==> config.mk <==
export PLATFORM = sky130hd
export DESIGN_NAME = stq_cell
export DESIGN_NICKNAME = d
export VERILOG_FILES = /design/src/sv/stq_pkg.sv /design/src/sv/stq_cell.sv
export SDC_FILE = /design/constraint.sdc
export NUM_CORES = 1
export LEC_CHECK = 0
export BUFFER_PORTS_ARGS = -buffer_cell sky130_fd_sc_hd__buf_2
export CAP_MARGIN = 40
export CELL_PAD_IN_SITES_DETAIL_PLACEMENT = 2
export CELL_PAD_IN_SITES_GLOBAL_PLACEMENT = 2
export CORE_MARGIN = 5
export CORE_UTILIZATION = 21
export DETAILED_ROUTE_END_ITERATION = 16
export PLACE_DENSITY_LB_ADDON = 0.1
export SYNTH_ARGS = -nofsm -noshare
export SYNTH_HDL_FRONTEND = slang
export SYNTH_SLANG_ARGS = --single-unit
==> constraint.sdc <==
create_clock -name clk -period 6.95 [get_ports clk]
set_clock_uncertainty 0.1 [all_clocks]
set_input_delay 0.3475 -clock clk [delete_from_list [all_inputs] [get_ports clk]]
set_output_delay 0.3475 -clock clk [all_outputs]
set_load 0.05 [all_outputs]
==> src/sv/stq_pkg.sv <==
// ---------------------------------------------------------------------------
// stq_pkg
// Shared types and constants for the sorted timer queue: entry layout,
// action and status codes, controller states and the per-cell command.
// ---------------------------------------------------------------------------
package stq_pkg;

  // default number of timer slots
  localparam int unsigned QUEUE_DEPTH_DEF = 16;

  // field widths
  localparam int unsigned TIME_W   = 32;
  localparam int unsigned ID_W     = 32;
  localparam int unsigned PL_W     = 32;
  localparam int unsigned ACTION_W = 3;
  localparam int unsigned STATUS_W = 2;
  localparam int unsigned HELD_W   = 5;

  // first id handed out after reset
  localparam logic [ID_W-1:0] FIRST_ID = ID_W'(1);

  // action codes
  typedef enum logic [ACTION_W-1:0] {
    ACT_INSERT  = 3'd0,
    ACT_CANCEL  = 3'd1,
    ACT_RESET   = 3'd2,
    ACT_EXECUTE = 3'd3,
    ACT_POLL    = 3'd4
  } action_t;

  // result status codes
  typedef enum logic [STATUS_W-1:0] {
    ST_OK   = 2'd0,
    ST_MISS = 2'd1,
    ST_FULL = 2'd2
  } status_t;

  // controller states
  typedef enum logic [1:0] {
    S_IDLE,
    S_REMOVE,
    S_PLACE,
    S_DONE
  } state_t;

  // what every cell does in a given cycle
  typedef enum logic [1:0] {
    CELL_HOLD,
    CELL_REMOVE,
    CELL_PLACE
  } cell_mode_t;

  // one stored timer
  typedef struct packed {
    logic [TIME_W-1:0] dl;
    logic [ID_W-1:0]   id;
    logic [PL_W-1:0]   pl;
  } entry_t;

  // command broadcast to the whole row of cells
  typedef struct packed {
    cell_mode_t        mode;
    logic              by_id;
    logic              by_due;
    logic [TIME_W-1:0] key_dl;
    logic [ID_W-1:0]   key_id;
    logic [PL_W-1:0]   key_pl;
  } cell_cmd_t;

endpackage

==> src/sv/stq_cell.sv <==
// ---------------------------------------------------------------------------
// stq_cell
// One slot of the sorted timer row. Holds one entry, flags a match for
// removal, and on remove or place takes a neighbor's entry or the new one.
// ---------------------------------------------------------------------------
module stq_cell (
  input  logic                  clk,
  input  logic                  occ,
  input  logic                  head,
  input  stq_pkg::cell_cmd_t    cmd,
  input  stq_pkg::entry_t       prev_entry,
  input  logic                  prev_le,
  input  logic                  seen_in,
  input  stq_pkg::entry_t       next_entry,
  output stq_pkg::entry_t       entry,
  output logic                  le,
  output logic                  seen_out,
  output logic                  hit
);

  stq_pkg::entry_t entry_next;
  stq_pkg::entry_t new_entry;
  logic            match;

  // match for removal and ordering flag against the broadcast deadline
  always_comb begin
    match = occ && ((cmd.by_id && (entry.id == cmd.key_id)) ||
                    (cmd.by_due && head && (entry.dl < cmd.key_dl)));
    seen_out = seen_in | match;
    hit      = match & ~seen_in;
    le       = occ && (entry.dl <= cmd.key_dl);
  end

  // next content: shift toward head on remove, open a gap and write the new entry on place
  always_comb begin
    new_entry.dl = cmd.key_dl;
    new_entry.id = cmd.key_id;
    new_entry.pl = cmd.key_pl;
    entry_next   = entry;
    case (cmd.mode)
      stq_pkg::CELL_REMOVE: begin
        if (seen_out) begin
          entry_next = next_entry;
        end
      end
      stq_pkg::CELL_PLACE: begin
        if (!le) begin
          entry_next = prev_le ? new_entry : prev_entry;
        end
      end
      default: begin
        entry_next = entry;
      end
    endcase
  end

  // entry storage
  always_ff @(posedge clk) begin
    entry <= entry_next;
  end

endmodule

Yosys cells after proc, flatten, opt, wreduce, memory -nomap -nowiden:

Index checks and enable logic that the tools add are counted.

* input bits: 297
* bits in registers: 96
* output and inout port bits: 99

* reduce and logical (&&, ||, !) cells: 8
* equal/unequal tests: 5
* bitwise operators: 3
* order comparisons: 2
* mux-type cells: 4

Operators by type and width (count)
* $mux W96: 3
* $pmux W96 S2: 1
* $eq A32 B32 Y1: 1
* $le A32 B32 Y1: 1
* $lt A32 B32 Y1: 1
* $logic_and A1 B1 Y1: 5
* $ne A2 B2 Y1 const B: 2
* $reduce_and A3 Y1: 1
* $eq A2 B1 Y1 const B: 1
* $eq A2 B2 Y1 const B: 1
* $reduce_bool A2 Y1: 1
* $and A1 B1 Y1: 1
* $logic_or A1 B1 Y1: 1
* $not A1 Y1: 1
* $or A1 B1 Y1: 1

Longest topological paths before layout:

* word-level depth: 7
* gate-level depth with buffers: 8
* mapped depth without buffers: 8

Worst setup path after synthesis:

OpenSTA, ideal clock, no wires.

* kind: register to register
* start: reg entry[78] (netlist name)
* end: reg entry[0] (netlist name) (enable)
* setup time: 0.576 ns
* data required time: 6.274 ns
* arrival: 6.827 ns
* buffers on the path: 0
* setup slack: -0.553 ns
* cell stages (with the launch flop): 8
* cells stage by stage: edfxtp_1 -> ha_1 -> nand4_1 -> nor4_1 -> a21boi_1 -> o31a_1 -> o21ai_1 -> o2bb2ai_1

* elaborated cells between the ends (all ways): 10
* classes of those cells: order compare (2); eq/ne (2); bitwise (1); reduce/logical (5)

RTL lines
* start, declared: RTL line stq_cell.sv:15 `output stq_pkg::entry_t entry,`
* start signal, assigned: RTL line stq_cell.sv:59 `entry <= entry_next;`
* $le A32 B32 Y1: RTL line stq_cell.sv:31 `le = occ && (entry.dl <= cmd.key_dl);`
* $logic_and A1 B1 Y1: RTL line stq_cell.sv:31
* net le: RTL line stq_cell.sv:16 `output logic le,`
* $ne A2 B2 Y1 (no line)
* $reduce_and A3 Y1 (no line)

The timed path passes the listed nets, and every way through them passes these cells.
A chain may end at the register's enable or synchronous reset.

Final worst setup path:

* start: reg entry[58] (netlist name)
* end: reg entry[42] (netlist name) (enable)

* longest elaborated chain between the ends: 7

Ends and longest elaborated chain
* $eq A32 B32 Y1: RTL line stq_cell.sv:27 `match = occ && ((cmd.by_id && (entry.id == cmd.key_id)) ||`
* $logic_and A1 B1 Y1: RTL line stq_cell.sv:27
* $logic_or A1 B1 Y1: RTL line stq_cell.sv:27
* $logic_and A1 B1 Y1: RTL line stq_cell.sv:27
* $or A1 B1 Y1: RTL line stq_cell.sv:29 `seen_out = seen_in | match;`
* $ne A2 B2 Y1 (no line)
* $reduce_and A3 Y1 (no line)

Every way passes these cells.

==> run metrics <==
DP HPWL 22150 µm; GRT Total Usage 15.83%; Post-Syn Area between 6000 and 7000 µm²; Max Fanout on Critical Path 50; first-pass GRT wire length slightly below 40000 µm; Max Root-Sink Buffers 2; post-synthesis mux area share approximately 16%; clock latency on the worst-skew pair 0.35 ns; Worst-path clk slew about 0.08 ns; # resized after CTS 0; clock root cell clkbuf_16; Area Growth Syn to Fin 46.07%; layout cells sized above 1 43.45%; Clock Sinks 96; IO buf count 395; crit path capture type flip-flop; drt first pass iters 4; hold buffer count at cts 0; Synth warnings 0; Setup TNS 0 ns; path type of the worst min-delay path input port to flip-flop; main combinational cell family by area after synthesis multiplexers; synthesized-area fraction occupied by adder cells 6.623%; Pwr per Cell Area 198.3 nW/µm²; net count after synthesis just over 900; I/O pin cnt roughly 400; Post-CTS Setup Inserts 0; post-synthesis simple-gate area fraction 9.851%; Die Span Y approximately 180 µm; average routed wire per standard cell 19.58 µm; Vias/cell 4.312; vias in the first global route 6475; Pleak 4.335 nW; asr flop ratio synth 0%; #FFs+latches synth 96; Finished Core Util 30.93%; largest net degree at the start of global routing 80; Hold Fails Final Rpt 0; num rows 62; Routed Wire Length 26530 µm; routed via count 5843; EDFF count, synth 96; die footprint 32280 µm²; Period minus WS final 4.236 ns; most flop-heavy register entry; required time of the critical path 6.83 ns; critical path's slowest cell buf_4; f_max 236.1 MHz; H-tree levels 3; Syn Inst Count 583; maxcap violations 0; WP buf/inv 2; 1st-iter DRT viols 182; grt total ovfl 0; Critical Path Max Stage Delay 0.69 ns; placed cell area 8522 µm²; RSZ-0062 raised after global routing false; Tot Pwr 1.751 mW; Final nets 1293; Worst Tran Pin Value 0.7150 ns; most frequent cells in the layout buf_2, nand2_1, mux2i_1, edfxtp_1, o21ai_0; critical path type flip-flop to flip-flop; DRC 0; CP startpoint kind flip-flop; peak supply drop 79.43 µV; family with the most delay on the worst path buffers and inverters; fin. max-slew vios 0; final worst-path cycle share 60.94%; GP Congestion approximately 0.75; Initial Utilization 21.18%; top flop regs entry x96; Netlist cell types 35; Slew Limit Headroom 52.33%; critical path's most frequent cell buf_4; critical path cell sequence xnor2_1 > nand4_1 > or4_1 > o41ai_1 > o21bai_1 > o2bb2ai_4 > buf_4 > buf_4; Synth Area in XOR/XNOR 4.636%; sequential fraction of the synthesis area 47.68%; TritonCTS Buffers 9; CTS tree yes; Core Area 28550 µm²; max reg flops 96; syn avg cell area 10.37 µm²; Synth Area in Compound Gates between 10% and 20%; predominant post-synthesis flop cell edfxtp_1; Die Wd 179.7 µm; initial antenna violation count 8; post-route ant nets 0; Design Area, Final 8831 µm²; commonest non-fill, non-tap cell in the layout buf_2; Setup-failing EPs final 0; status completed; crit path DAT between 4 and 5 ns
-- cell usage after synthesis (4+ instances only) --
cell type	instances	area share, %
edfxtp_1	96	48
o21ai_0	60	5.0
ha_1	32	6.6
mux2i_1	96	16
nand2_1	105	6.5
nand3_1	5	0.41
nand4_1	7	0.72
xnor2_1	16	2.3
nor4_1	5	0.52
a21oi_1	10	0.83
buf_2	5	0.41
xor2_1	16	2.3
o21ai_1	41	3.4
clkbuf_1	24	1.5
inv_1	34	2.1
and4_1	4	0.58
-- tightest hold or removal path: stages --
cell	delay, ns
buf_2	0.07
nand2_1	0.03
o21ai_0	0.05
-- logic make-up after synthesis --
logic type / count (synthesis)
and+or+nand+nor: 137
AOI/OAI and AO/OA: 124
adders and majority gates: 32
muxes: 96
DFF: 96
buffers and inverters: 66
xor gates and xnor gates: 32
-- per-layer routing --
layer  GRT usage (%)  share of wire (%)  vias up
met5               0               0.23        -
met4           3.779                1.2       12
met3           5.800                8.1       27
met2           28.11                 50      233
met1           18.15                 40     2706
li1                -                  -     2865
-- final timing paths --
check,from,to,slack [ns],cells after the start
worst max-delay path,entry[58],entry[42],2.71,8
worst min-delay path,next_entry[3],entry[3],0.16,3
worst max register to register,entry[58],entry[42],2.71,8
worst min register to register,entry[65],entry[95],1.29,5
-- cell type report --
| type | instances | area [µm²] |
|---|---|---|
| Tap cell | 384 | 480.5 |
| Multi-Input combinational cell | 421 | 2935 |
| Inverter | 34 | 127.6 |
| Clock inverter | 7 | 78.83 |
| Clock buffer | 9 | 225.2 |
| Antenna cell | 2 | 5.005 |
| Fill cell | 3358 | 19720 |
| Timing Repair Buffer | 402 | 2096 |
| Sequential cell | 96 | 2883 |
-- power by group --
part           total [mW]  switching [mW]  internal (mW)
logic               0.505           0.334          0.172
registers           0.717          0.0195          0.697
clock network       0.529           0.245          0.284
-- through the flow --
stage          std cells  setup slack (ns)  hold slack [ns]
3_5_place_dp        1337             2.633           0.5294
5_1_grt             1355             2.454           0.1540
6_report            1355             2.714           0.1642
2_1_floorplan        583             1.547           0.4346
3_3_place_gp        1334             2.658           0.5218
4_1_cts             1353             2.665           0.1446
No activity file was read; power rests on OpenSTA's default activity.
